### config.mk
export PLATFORM = sky130hd
export DESIGN_NAME = grid_slice_colour_bias_top
export DESIGN_NICKNAME = d
export VERILOG_FILES = /design/src/sv/gscb_pkg.sv /design/src/sv/gscb_ctrl.sv /design/src/sv/gscb_dp.sv /design/src/sv/grid_slice_colour_bias_top.sv
export SDC_FILE = /design/constraint.sdc
export NUM_CORES = 2
export LEC_CHECK = 0
export BUFFER_PORTS_ARGS = -buffer_cell sky130_fd_sc_hd__buf_4
export CORE_ASPECT_RATIO = 1.25
export CORE_MARGIN = 5
export CORE_UTILIZATION = 30
export DETAILED_ROUTE_END_ITERATION = 12
export PLACE_DENSITY = 0.45
export SLEW_MARGIN = 20
export SYNTH_ARGS = -nofsm -noshare
export SYNTH_HDL_FRONTEND = slang
export SYNTH_SLANG_ARGS = --single-unit
### constraint.sdc
create_clock -name clk -period 8.3 [get_ports clk]
set_clock_uncertainty 0.05 [all_clocks]
set_input_delay 0.415 -clock clk [delete_from_list [all_inputs] [get_ports clk]]
set_output_delay 0.415 -clock clk [all_outputs]
set_load 0.05 [all_outputs]
### src/sv/gscb_pkg.sv
package gscb_pkg;

  // Controller states
  typedef enum logic [3:0] {
    ST_CINIT,
    ST_CDIV,
    ST_CBND,
    ST_IDLE,
    ST_FIN1,
    ST_FIN2,
    ST_FIN3,
    ST_FIN4,
    ST_QINIT,
    ST_QDIV,
    ST_OUT
  } state_t;

  // Configuration register indexes
  localparam logic [1:0] REG_BAND_START  = 2'd0;
  localparam logic [1:0] REG_BAND_ROWS   = 2'd1;
  localparam logic [1:0] REG_SLICE_INDEX = 2'd2;
  localparam logic [1:0] REG_SLICE_COUNT = 2'd3;

  // Quotient bits of the final divide and the step counter width
  localparam int Q_BITS = 16;
  localparam int STEP_W = 5;

  localparam logic [15:0] NEUTRAL_VALUE = 16'd16384;
  localparam logic [15:0] FULL_VALUE    = 16'd32768;
  // 4800 = 20 (weight scale) * 240 (common denominator of the bias terms)
  localparam logic [12:0] DEN_SCALE     = 13'd4800;

  // Commands from controller to datapath
  typedef struct packed {
    logic cfg_we;
    logic cdiv_init;
    logic cdiv_step;
    logic bnd_load;
    logic acc_en;
    logic fin1;
    logic fin2;
    logic fin3;
    logic fin4;
    logic q_init;
    logic q_step;
    logic out_load;
  } cmd_t;

  // Status from datapath and ports to controller
  typedef struct packed {
    logic in_valid;
    logic in_last;
    logic cfg_valid;
    logic out_full;
    logic out_taken;
  } stat_t;

  // Colour weight, scaled by 20
  function automatic logic signed [5:0] colour_weight(input logic [3:0] colour);
    logic signed [5:0] w;
    unique case (colour)
      4'd1:    w = -6'sd16;
      4'd2:    w = 6'sd11;
      4'd3:    w = 6'sd16;
      4'd4:    w = -6'sd14;
      4'd5:    w = -6'sd20;
      4'd6:    w = 6'sd14;
      4'd7:    w = 6'sd18;
      4'd8:    w = -6'sd11;
      4'd10:   w = -6'sd12;
      4'd11:   w = -6'sd18;
      4'd12:   w = 6'sd12;
      default: w = 6'sd0;
    endcase
    return w;
  endfunction

endpackage

### src/sv/gscb_ctrl.sv
module gscb_ctrl #(
  parameter int GRID_DIM = 16
) (
  input  logic            clk,
  input  logic            rst_n,
  input  gscb_pkg::stat_t st,
  output logic            in_ready,
  output logic            cfg_ready,
  output gscb_pkg::cmd_t  cmd
);

  localparam int SPAN_W = $clog2(16 * GRID_DIM + 1);

  gscb_pkg::state_t state_r, state_nxt;
  logic [gscb_pkg::STEP_W-1:0] step_r, step_nxt;
  logic in_acc, cfg_acc;

  assign in_acc  = st.in_valid && in_ready;
  assign cfg_acc = st.cfg_valid && cfg_ready;

  // State and step counter registers
  always_ff @(posedge clk) begin
    if (!rst_n) begin
      state_r <= gscb_pkg::ST_CINIT;
      step_r  <= '0;
    end else begin
      state_r <= state_nxt;
      step_r  <= step_nxt;
    end
  end

  always_comb begin
    if (state_r == gscb_pkg::ST_CDIV || state_r == gscb_pkg::ST_QDIV) begin
      step_nxt = step_r + 1'b1;
    end else begin
      step_nxt = '0;
    end
  end

  // Next state
  always_comb begin
    state_nxt = state_r;
    unique case (state_r)
      gscb_pkg::ST_CINIT: state_nxt = gscb_pkg::ST_CDIV;
      gscb_pkg::ST_CDIV: begin
        if (step_r == gscb_pkg::STEP_W'(SPAN_W - 1)) state_nxt = gscb_pkg::ST_CBND;
      end
      gscb_pkg::ST_CBND: state_nxt = gscb_pkg::ST_IDLE;
      gscb_pkg::ST_IDLE: begin
        priority if (cfg_acc) state_nxt = gscb_pkg::ST_CINIT;
        else if (in_acc && st.in_last) state_nxt = gscb_pkg::ST_FIN1;
        else state_nxt = gscb_pkg::ST_IDLE;
      end
      gscb_pkg::ST_FIN1:  state_nxt = gscb_pkg::ST_FIN2;
      gscb_pkg::ST_FIN2:  state_nxt = gscb_pkg::ST_FIN3;
      gscb_pkg::ST_FIN3:  state_nxt = gscb_pkg::ST_FIN4;
      gscb_pkg::ST_FIN4:  state_nxt = gscb_pkg::ST_QINIT;
      gscb_pkg::ST_QINIT: state_nxt = gscb_pkg::ST_QDIV;
      gscb_pkg::ST_QDIV: begin
        if (step_r == gscb_pkg::STEP_W'(gscb_pkg::Q_BITS - 1)) state_nxt = gscb_pkg::ST_OUT;
      end
      gscb_pkg::ST_OUT: begin
        if (!st.out_full || st.out_taken) state_nxt = gscb_pkg::ST_IDLE;
      end
      default: state_nxt = gscb_pkg::ST_CINIT;
    endcase
  end

  // Outputs
  always_comb begin
    in_ready  = (state_r == gscb_pkg::ST_IDLE);
    // a request on the input wins over a config write in the same cycle
    cfg_ready = (state_r == gscb_pkg::ST_IDLE) && !st.in_valid;
    cmd           = '0;
    cmd.cfg_we    = cfg_acc;
    cmd.acc_en    = in_acc;
    cmd.cdiv_init = (state_r == gscb_pkg::ST_CINIT);
    cmd.cdiv_step = (state_r == gscb_pkg::ST_CDIV);
    cmd.bnd_load  = (state_r == gscb_pkg::ST_CBND);
    cmd.fin1      = (state_r == gscb_pkg::ST_FIN1);
    cmd.fin2      = (state_r == gscb_pkg::ST_FIN2);
    cmd.fin3      = (state_r == gscb_pkg::ST_FIN3);
    cmd.fin4      = (state_r == gscb_pkg::ST_FIN4);
    cmd.q_init    = (state_r == gscb_pkg::ST_QINIT);
    cmd.q_step    = (state_r == gscb_pkg::ST_QDIV);
    cmd.out_load  = (state_r == gscb_pkg::ST_OUT) && (!st.out_full || st.out_taken);
  end

`ifndef SYNTHESIS
  a_one_request: assert property (@(posedge clk) disable iff (!rst_n)
    !(in_acc && cfg_acc))
    else $error("input and config requests taken together");
  a_last_stalls: assert property (@(posedge clk) disable iff (!rst_n)
    (in_acc && st.in_last) |=> !in_ready)
    else $error("input taken during result computation");
  a_out_free: assert property (@(posedge clk) disable iff (!rst_n)
    cmd.out_load |-> (!st.out_full || st.out_taken))
    else $error("result overwrites pending output");
`endif

endmodule

### src/sv/gscb_dp.sv
module gscb_dp #(
  parameter int GRID_DIM = 16
) (
  input  logic            clk,
  input  logic            rst_n,
  input  gscb_pkg::cmd_t  cmd,
  output gscb_pkg::stat_t st,
  input  logic            in_valid,
  input  logic [3:0]      cell_colour,
  input  logic            last_cell,
  input  logic            cfg_valid,
  input  logic [1:0]      cfg_index,
  input  logic [4:0]      cfg_data,
  output logic            out_valid,
  input  logic            out_ready,
  output logic [15:0]     param_value
);

  localparam int TOTAL  = GRID_DIM * GRID_DIM;
  localparam int POS_W  = $clog2(TOTAL + 1);
  localparam int CNT_W  = POS_W;
  localparam int SPAN_W = $clog2(16 * GRID_DIM + 1);
  localparam int CW     = POS_W + SPAN_W;
  localparam int WS_W   = $clog2(20 * TOTAL + 1) + 1;
  localparam int AS_W   = WS_W - 1;
  localparam int TP_W   = 2 * CNT_W;
  localparam int D_W    = TP_W + 13;
  localparam int UP_W   = CNT_W + 4;
  localparam int N_W    = $clog2(240 * TOTAL + 1);
  localparam int SN_W   = WS_W + N_W + 1;
  localparam int X_W    = ((D_W + 14 > SN_W + 15) ? D_W + 14 : SN_W + 15) + 2;
  localparam int R_W    = D_W + 16;

  // Configuration registers
  logic [3:0] band_start_r, slice_index_r;
  logic [4:0] band_rows_r, slice_count_r;

  always_ff @(posedge clk) begin
    if (!rst_n) begin
      band_start_r  <= 4'd0;
      band_rows_r   <= 5'd16;
      slice_index_r <= 4'd0;
      slice_count_r <= 5'd1;
    end else if (cmd.cfg_we) begin
      unique case (cfg_index)
        gscb_pkg::REG_BAND_START:  band_start_r  <= cfg_data[3:0];
        gscb_pkg::REG_BAND_ROWS:   band_rows_r   <= cfg_data;
        gscb_pkg::REG_SLICE_INDEX: slice_index_r <= cfg_data[3:0];
        gscb_pkg::REG_SLICE_COUNT: slice_count_r <= cfg_data;
        default: ;
      endcase
    end
  end

  // Slice width: span / slice_count, one quotient bit a cycle
  logic [SPAN_W-1:0] span, cq_r;
  logic [4:0]        cr_r;
  logic [5:0]        ctrial;

  assign span   = SPAN_W'(GRID_DIM) * SPAN_W'(band_rows_r);
  assign ctrial = {cr_r, cq_r[SPAN_W-1]};

  always_ff @(posedge clk) begin
    if (cmd.cdiv_init) begin
      cq_r <= span;
      cr_r <= '0;
    end else if (cmd.cdiv_step) begin
      if (ctrial >= {1'b0, slice_count_r}) begin
        cr_r <= 5'(ctrial - {1'b0, slice_count_r});
        cq_r <= {cq_r[SPAN_W-2:0], 1'b1};
      end else begin
        cr_r <= ctrial[4:0];
        cq_r <= {cq_r[SPAN_W-2:0], 1'b0};
      end
    end
  end

  // Slice bounds in raster positions
  logic [CW-1:0] base_r, lo_r, hi_r, lo_c;
  logic          keep_en_r;

  assign lo_c = CW'(slice_index_r) * CW'(cq_r);

  always_ff @(posedge clk) begin
    if (cmd.bnd_load) begin
      base_r    <= CW'(band_start_r) * CW'(GRID_DIM);
      lo_r      <= lo_c;
      hi_r      <= ({1'b0, slice_index_r} + 5'd1 == slice_count_r) ? CW'(span)
                                                                   : lo_c + CW'(cq_r);
      keep_en_r <= (band_rows_r != 5'd0) && (slice_count_r != 5'd0);
    end
  end

  // Per-cell accumulation
  logic [POS_W-1:0]       pos_r;
  logic signed [WS_W-1:0] ws_r;
  logic [AS_W-1:0]        as_r;
  logic [CNT_W-1:0]       pc_r, tc_r;
  logic [11:0]            mask_r;
  logic [CW-1:0]          local_pos;
  logic                   kept;
  logic signed [5:0]      w;
  logic [4:0]             wabs;

  assign local_pos = CW'(pos_r) - base_r;
  assign kept = keep_en_r && (pos_r < POS_W'(TOTAL)) && (CW'(pos_r) >= base_r)
                && (local_pos >= lo_r) && (local_pos < hi_r);
  assign w    = gscb_pkg::colour_weight(cell_colour);
  assign wabs = w[5] ? 5'(-w) : w[4:0];

  always_ff @(posedge clk) begin
    if (!rst_n || cmd.out_load) begin
      pos_r  <= '0;
      ws_r   <= '0;
      as_r   <= '0;
      pc_r   <= '0;
      tc_r   <= '0;
      mask_r <= '0;
    end else if (cmd.acc_en) begin
      if (pos_r < POS_W'(TOTAL)) pos_r <= pos_r + 1'b1;
      if (kept) begin
        tc_r <= tc_r + 1'b1;
        if (cell_colour != 4'd0) begin
          pc_r <= pc_r + 1'b1;
          ws_r <= ws_r + {{(WS_W-6){w[5]}}, w};
          as_r <= as_r + AS_W'(wabs);
          if (cell_colour <= 4'd12) mask_r[cell_colour - 4'd1] <= 1'b1;
        end
      end
    end
  end

  // Distinct colour count
  logic [3:0] ucnt;
  always_comb begin
    ucnt = '0;
    for (int i = 0; i < 12; i++) ucnt = ucnt + 4'(mask_r[i]);
  end

  // Final value pipeline: products, numerator/denominator, then divide
  logic [TP_W-1:0]        tp_r;
  logic [UP_W-1:0]        up_r;
  logic                   neutral_r, neg_r, big_r;
  logic [D_W-1:0]         d_r;
  logic [N_W-1:0]         n_r;
  logic signed [SN_W-1:0] sn_r;
  logic signed [X_W-1:0]  x_r;
  logic [R_W-1:0]         rem_r, dsh_r;
  logic [15:0]            q_r;

  always_ff @(posedge clk) begin
    if (cmd.fin1) begin
      tp_r      <= TP_W'(tc_r) * TP_W'(pc_r);
      up_r      <= UP_W'(ucnt) * UP_W'(pc_r);
      neutral_r <= (band_rows_r == 5'd0) || (slice_count_r == 5'd0)
                   || (tc_r == '0) || (pc_r == '0);
    end
    if (cmd.fin2) begin
      d_r <= D_W'(tp_r) * D_W'(gscb_pkg::DEN_SCALE);
      n_r <= N_W'(pc_r) * N_W'(60) + N_W'(up_r) * N_W'(10) + N_W'(as_r) * N_W'(3);
    end
    if (cmd.fin3) begin
      sn_r <= {{(SN_W-WS_W){ws_r[WS_W-1]}}, ws_r} * $signed({{(SN_W-N_W){1'b0}}, n_r});
    end
    if (cmd.fin4) begin
      x_r <= $signed({{(X_W-D_W-14){1'b0}}, d_r, 14'b0})
           + $signed({{(X_W-SN_W-15){sn_r[SN_W-1]}}, sn_r, 15'b0});
    end
    if (cmd.q_init) begin
      neg_r <= x_r[X_W-1] || (x_r == '0);
      big_r <= x_r >= $signed({{(X_W-D_W-16){1'b0}}, d_r, 16'b0});
      rem_r <= x_r[R_W-1:0];
      dsh_r <= {1'b0, d_r, 15'b0};
      q_r   <= '0;
    end else if (cmd.q_step) begin
      if (rem_r >= dsh_r) begin
        rem_r <= rem_r - dsh_r;
        q_r   <= {q_r[14:0], 1'b1};
      end else begin
        q_r   <= {q_r[14:0], 1'b0};
      end
      dsh_r <= dsh_r >> 1;
    end
  end

  // Output register
  logic        out_valid_r;
  logic [15:0] out_data_r;

  always_ff @(posedge clk) begin
    if (!rst_n) begin
      out_valid_r <= 1'b0;
    end else if (cmd.out_load) begin
      out_valid_r <= 1'b1;
    end else if (out_ready) begin
      out_valid_r <= 1'b0;
    end
  end

  always_ff @(posedge clk) begin
    if (cmd.out_load) begin
      priority if (neutral_r) out_data_r <= gscb_pkg::NEUTRAL_VALUE;
      else if (neg_r) out_data_r <= '0;
      else if (big_r || q_r > gscb_pkg::FULL_VALUE) out_data_r <= gscb_pkg::FULL_VALUE;
      else out_data_r <= q_r;
    end
  end

  assign out_valid    = out_valid_r;
  assign param_value  = out_data_r;
  assign st.in_valid  = in_valid;
  assign st.in_last   = last_cell;
  assign st.cfg_valid = cfg_valid;
  assign st.out_full  = out_valid_r;
  assign st.out_taken = out_ready;

endmodule

### src/sv/grid_slice_colour_bias_top.sv
// Grid slice colour bias: takes a GRID_DIM x GRID_DIM painted grid in raster
// order, one cell per request, keeps the cells of the configured row band and
// slice, and on the request marked tlast delivers one Q1.15 parameter value
// 0.5 + (S/T)*(0.25 + U/24 + A/(4P)), clamped to 0..1 (16384 when nothing is
// painted, the slice is empty, or band_rows or slice_count is zero). Cells
// are taken one per cycle while in_tready is high. After the last cell the
// block computes with in_tready low (product stages, then a restoring
// divider) and then holds the result in the output register, taking new
// cells meanwhile. If the previous result is still waiting in the output
// register when the next one is ready, in_tready stays low until that
// earlier result is taken. A config write, and reset, recompute the slice
// width with a bit-serial divider and keep in_tready low meanwhile.
module grid_slice_colour_bias_top #(
  parameter int GRID_DIM = 16
) (
  input  logic        clk,
  input  logic        rst_n,
  input  logic        in_tvalid,
  output logic        in_tready,
  input  logic [7:0]  in_tdata,   // [3:0] cell_colour, [7:4] zero
  input  logic        in_tlast,   // last_cell
  output logic        out_tvalid,
  input  logic        out_tready,
  output logic [15:0] out_tdata,  // [15:0] param_value
  input  logic        cfg_valid,
  output logic        cfg_ready,
  input  logic [1:0]  cfg_index,
  input  logic [4:0]  cfg_data
);

  gscb_pkg::cmd_t  cmd;
  gscb_pkg::stat_t st;

  gscb_ctrl #(.GRID_DIM(GRID_DIM)) u_ctrl (
    .clk       (clk),
    .rst_n     (rst_n),
    .st        (st),
    .in_ready  (in_tready),
    .cfg_ready (cfg_ready),
    .cmd       (cmd)
  );

  gscb_dp #(.GRID_DIM(GRID_DIM)) u_dp (
    .clk         (clk),
    .rst_n       (rst_n),
    .cmd         (cmd),
    .st          (st),
    .in_valid    (in_tvalid),
    .cell_colour (in_tdata[3:0]),
    .last_cell   (in_tlast),
    .cfg_valid   (cfg_valid),
    .cfg_index   (cfg_index),
    .cfg_data    (cfg_data),
    .out_valid   (out_tvalid),
    .out_ready   (out_tready),
    .param_value (out_tdata)
  );

endmodule
# Word-level counts from Yosys, hierarchy flattened
# Memory sizes are Yosys's and may differ from the RTL's.
# Index checks and enable logic that the tools add are counted.
dict set report word_totals {
  mem_count 1
  in_bits 21
  regBits 419
  word_cells 178
  rom_bits 96
  out_inout_bits 19
}
dict set report op_classes {
  n_lt_le_gt_ge 11
  n_mul 8
  n_bitwise 1
  reduce_logical 49
  n_mux 24
  n_eq_ne 19
  n_addsub 27
}
# memory depth word_bits read_ports rd_clocked_by_memory_dff wr line_no
set memory_table {}
lappend memory_table {{(name not given)} 16 6 1 0 0 gscb_pkg.sv:61} ;# unique case (colour)
# operator n
set op_table {}
lappend op_table {{47-bit 2-to-1 mux} 3}
lappend op_table {{46-bit 2-to-1 mux} 2}
lappend op_table {{48-bit >= comparator} 1}
lappend op_table {{48-bit zero test} 1}
lappend op_table {{46-bit by 46-bit adder with 47-bit output} 1}
lappend op_table {{47-bit by 46-bit >= comparator with 1-bit output} 1}
lappend op_table {{47-bit by 46-bit subtractor with 47-bit output} 1}
lappend op_table {{4-bit case mux with 11 select lines} 1}
lappend op_table {{4-bit by 1-bit adder with 4-bit output} 10}
lappend op_table {{14-bit by 17-bit multiplier with 31-bit output} 1}
lappend op_table {{9-bit by 1-bit adder with 9-bit output (second input constant)} 3}
lappend op_table {{9-bit 2-to-1 mux} 3}
lappend op_table {{4-bit by 9-bit multiplier with 13-bit output} 2}
lappend op_table {{18-bit by 7-bit multiplier with 25-bit output (second input constant)} 1}
lappend op_table {{18-bit by 13-bit >= comparator with 1-bit output} 1}
lappend op_table {{9-bit zero test} 2}
lappend op_table {{18-bit by 14-bit less-than comparator with 1-bit output} 1}
lappend op_table {{9-bit by 9-bit multiplier with 18-bit output} 1}
lappend op_table {{15-bit by 16-bit adder with 16-bit output} 1}
lappend op_table {{16-bit by 15-bit adder with 16-bit output} 1}
lappend op_table {{4-bit by 3-bit equality test with 1-bit output (second input constant)} 4}
lappend op_table {{16-bit greater-than comparator (second input constant)} 1}
lappend op_table {{16-bit 2-to-1 mux} 1}
lappend op_table {{4-bit 2-to-1 mux} 4}
lappend op_table {{other kinds (47)} 91}

# Logic depth before layout (Yosys ltp)
dict set report depth {
  word_depth 12
  mapped_depth 28
  ltp_nobuf 28
}

# Hierarchy
# From an unflattened synthesis, not the netlist that was laid out.
dict set report unflattened {
  hier_cells 4125
  hier_area_um2 38968.6
}
# module seq_area_each_um2 cells_each instances area_per_inst_um2
set by_module_without_submodules {}
lappend by_module_without_submodules {gscb_dp 10580.1 4045 1 38333.0}
lappend by_module_without_submodules {gscb_ctrl 180.2 80 1 635.6}

# Worst setup path after synthesis
# OpenSTA, ideal clock, no wires.
dict set report synth_timing {
  path_kind {reg2reg}
  startpoint {reg u_dp.n_r[6]}
  endpoint {reg u_dp.sn_r[30], data pin}
  t_arrival_ns 6.030
  synth_period_minus_slack_ns 6.340
  stages_incl_launch_ff 26
  t_required_ns 7.990
  path_buffers 1
  path_slack_ns 1.960
  setup_ns 0.260
  cell_sequence {edfxtp_1 > clkbuf_1 > and2_1 > fa_1 > inv_1 > fa_1 > inv_1 > fa_1 > inv_1 > fa_1 > inv_1 > fa_1 > inv_1 > fa_1 > inv_1 > ha_1 > a21o_1 > nor3_1 > a31oi_1 > o21bai_1 > o2111ai_1 > a31oi_1 > o211a_1 > o21bai_1 > a21oi_1 > xnor2_1}
}
dict set report synth_via {
  elab_chain_len 1
}
# item line_no
set synth_lines {}
lappend synth_lines {{start: declaration} gscb_dp.sv:145} ;# logic [N_W-1:0] n_r;
lappend synth_lines {{start signal: assignment} gscb_dp.sv:160} ;# n_r <= N_W'(pc_r) * N_W'(60) + N_W'(up_r) * N_W'(10) + N_W'(as_r) * N_W'(3);
lappend synth_lines {{14-bit by 17-bit multiplier with 31-bit output} gscb_dp.sv:163} ;# sn_r <= {{(SN_W-WS_W){ws_r[WS_W-1]}}, ws_r} * $signed({{(SN_W-N_W){1'b0}}, n_r});
lappend synth_lines {{end signal: assignment} gscb_dp.sv:163}
lappend synth_lines {{end: declaration} gscb_dp.sv:146} ;# logic signed [SN_W-1:0] sn_r;
# No other way between the ends.
# A chain may end at the register's enable or synchronous reset.

# Worst setup path after layout
dict set report layout_timing {
  startpoint {reg u_dp.n_r[5]}
  endpoint {reg u_dp.sn_r[30], data pin}
}
# Same word-level chain as after synthesis.

==> impl_metrics.json <==
{
  "post_cts_buffers": 0,
  "vias_per_cell": 4.64,
  "seq_power_share_pct": 42.9,
  "leakagePower_nw": 20.3,
  "ys_seq_elements": 403,
  "reg2regPathDepth": 24,
  "rsz0062_at_grt": "false",
  "total_power_w": 0.00520,
  "dieHeight_um": 411,
  "nets": 4937,
  "r2r_slack_ps": 1280,
  "relSlewSlack_pct": 28.7,
  "core_um2": 128000,
  "pre_cts_slack_ps": 1190,
  "synth-simple-area-share_pct": 14.7,
  "yosys.area_share.adder_pct": 33.0,
  "core.rowCount": 147,
  "muxShareOfSynthArea_pct": 1.33,
  "first_iter_violations": 1080,
  "final_cell_mix": "657 x inv_1, 494 x ha_1, 387 x nand2_1, 327 x fa_1, 269 x edfxtp_1",
  "synthFlopType": "edfxtp_1",
  "synth_cell_type_count": 72,
  "hold_class": "in2reg",
  "n_antenna_cell": 0,
  "synth_area_um2": 38500,
  "hold_depth": 2,
  "fin_area_um2": 42800,
  "setup_ws_ps": 1280,
  "cp.arrival_ps": 7360,
  "fmax_ghz": 0.142,
  "synth-edff-count": 269,
  "cts_sinks": 403,
  "synth-compound-area-share_pct": 10.4,
  "yosys_warnings": 0,
  "criticalPathCategory": "reg2reg",
  "grt_use_total_pct": 14.5,
  "clock_path_buffers": 3,
  "grt_pass1_vias": 29300,
  "cts_resized": 0,
  "placed_cell_area_um2": 40800,
  "die_x_um": 331,
  "worst_r2r_endpoint": "u_dp.sn_r[30]",
  "start_kind": "register",
  "drcViolationCount": 0,
  "p_clk_share_pct": 48.6,
  "final_hold_viol_count": 0,
  "dpl.hpwl_mm": 76.1,
  "timing.rr.start": "u_dp.n_r[5]",
  "wl_mm": 96.0,
  "min_to": "u_dp.slice_count_r[0]",
  "combPwrFrac_pct": 8.5,
  "fin_crit_sh_pct": 84.6,
  "worstMarginPinSlew_ps": 1060,
  "powerDensity_nw_per_um2": 121,
  "io_buffers": 35,
  "synth_area_per_cell_um2": 9.45,
  "synth_top_family_by_area": "adder cells",
  "gp_congestion": 0.779,
  "seq_area_frac_synth_pct": 27.9,
  "cts_max_level": 2,
  "die_area_um2": 136000,
  "cts-root-buf": "clkbuf_16",
  "drive_above_1_share_pct": 4.61,
  "ctsHoldBuffers": 5,
  "hold_ws_ps": 49.2,
  "grt_overflow_total": 0,
  "area_delta_synth_final_pct": 11.2,
  "status": "finished, final reports clean",
  "cts_tree": "yes",
  "fin_setup_tns_ps": 0,
  "crit_fanout": 14,
  "ir_drop_mv": 0.168,
  "syn-num-nets": 4921,
  "cts_made_buffers": 52,
  "cap_violations": 0,
  "fin_crit_ps": 7020,
  "firstDrtPassIters": 5,
  "layout_commonest_cell": "inv_1",
  "power.internal_w": 0.00389,
  "setup_viol": 0,
  "antenna_found_initial": 4,
  "switching_share_pct": 25.2,
  "path_clk_slew_ps": 60,
  "grt_max_degree": 77,
  "grt_pass1_wl_mm": 158,
  "p_switching_w": 0.00131,
  "io_pins": 40,
  "min_from": "rst_n",
  "start_util_pct": 30.1,
  "slew_violations": 0,
  "wl_per_cell_um": 16.4,
  "synth_xor_area_share_pct": 5.05,
  "async_flop_share_pct": 0,
  "synthesis.instances": 4079,
  "via_count": 27100,
  "required_ps": 8640,
  "critical_path.endpoint_type": "register",
  "clk_latency_ps": 660,
  "antenna_left": 0
}
[final cells by class]
type / instances / area (µm²)
clock inverter: 35 / 497
timing repair buffer: 76 / 583
tap: 1713 / 2140
sequential: 403 / 10800
fill: 13300 / 85200
clock buffer: 63 / 1440
inverter: 661 / 2480
multi-input combinational: 2901 / 24900
[power groups by stage]
stage | combinational (W) | clock, W | sequential [W]
2_1_floorplan | 0.000349 | 0 | 0.00224
3_3_place_gp | 0.000442 | 0 | 0.00227
3_5_place_dp | 0.000445 | 0 | 0.00227
4_1_cts | 0.000450 | 0.00262 | 0.00223
5_1_grt | 0.000508 | 0.00269 | 0.00224
6_report | 0.000443 | 0.00253 | 0.00223
[cells in the mapped netlist, types with 10 or more instances]
cell | instances | share of area (%)
fa_1 | 327 | 17
nor2b_1 | 46 | 0.75
nor3_1 | 42 | 0.55
nand3_1 | 74 | 0.96
a21o_1 | 114 | 2.2
o21ai_0 | 158 | 2.1
nand4_1 | 39 | 0.63
nand2b_1 | 45 | 0.73
o21a_1 | 23 | 0.45
or3_1 | 16 | 0.26
a211oi_1 | 23 | 0.45
or4_1 | 10 | 0.19
o211ai_1 | 10 | 0.19
xnor2_1 | 149 | 3.4
edfxtp_1 | 269 | 21
nor4_1 | 21 | 0.34
xor2_1 | 73 | 1.7
a21boi_0 | 15 | 0.29
mux2i_1 | 49 | 1.3
and3_1 | 16 | 0.26
nor2_1 | 238 | 2.3
dfxtp_1 | 134 | 7.0
o21bai_1 | 22 | 0.43
inv_1 | 658 | 6.4
a31oi_1 | 24 | 0.39
ha_1 | 494 | 16
nand2_1 | 389 | 3.8
clkbuf_1 | 100 | 0.97
and2_1 | 187 | 3.0
a21oi_1 | 193 | 2.5
[cells by family (layout without fill, tap and decap cells)]
family	count (synthesis)	in the layout
AND/OR/NAND/NOR	1161	1161
adder cells (fa/ha/maj)	821	821
buffers and inverters	775	835
AO/OA/AOI/OAI	647	647
flip-flops	403	403
XOR/XNOR	222	222
multiplexers	50	50
[metrics by stage]
step,util [%],cells
5_1_grt,33.5,5852
4_1_cts,33.4,5852
3_5_place_dp,31.9,5749
2_1_floorplan,-,4079
6_report,33.5,5852
3_3_place_gp,31.9,5749
[flip-flops by register name, summed over array words and instances (netlist names), 16 cells and up]
name / flops
u_dp.sn_r: 31
u_dp.q_r: 16
u_dp.tp_r: 18
u_dp.x_r: 32
u_dp.rem_r: 47
u_dp.param_value: 16
u_dp.n_r: 16
u_dp.d_r: 25
u_dp.dsh_r: 46
[critical path, cell delays in order, from the launching register on]
cell and delay (ps):
edfxtp_1 620, and2_1 290, fa_1 530, inv_1 60, fa_1 550, inv_1 60
fa_1 490, inv_1 50, fa_1 470, inv_1 50, fa_1 520, inv_1 50
fa_1 520, inv_1 40, ha_1 380, a21o_1 230, nor3_1 140, a31oi_1 160
o21bai_1 280, o2111ai_1 210, a31oi_1 440, o211a_1 250, o21bai_1 80, a21oi_1 170
xnor2_1 80
[layer usage]
layer | vias up | wire length (µm) | global-route usage, %
met3 | 116 | 2210 | 1.74
met5 | - | 0 | 0
met1 | 13200 | 42200 | 18.0
met2 | 245 | 49200 | 26.8
li1 | 13600 | - | -
met4 | 0 | 2380 | 3.44
[worst max-delay path by stage]
stage / endpoint / from / depth (start not counted) / slack (ps)
floorplan: u_dp.sn_r[30] / u_dp.n_r[6] / 25 / 1960
global placement: u_dp.sn_r[30] / u_dp.n_r[5] / 24 / 1170
detailed placement: u_dp.sn_r[30] / u_dp.n_r[5] / 24 / 1190
CTS: u_dp.sn_r[30] / u_dp.n_r[5] / 24 / 1220
global route: u_dp.sn_r[30] / u_dp.n_r[5] / 24 / 970
finish: u_dp.sn_r[30] / u_dp.n_r[5] / 24 / 1280
Power figures use the tool's default switching activity.
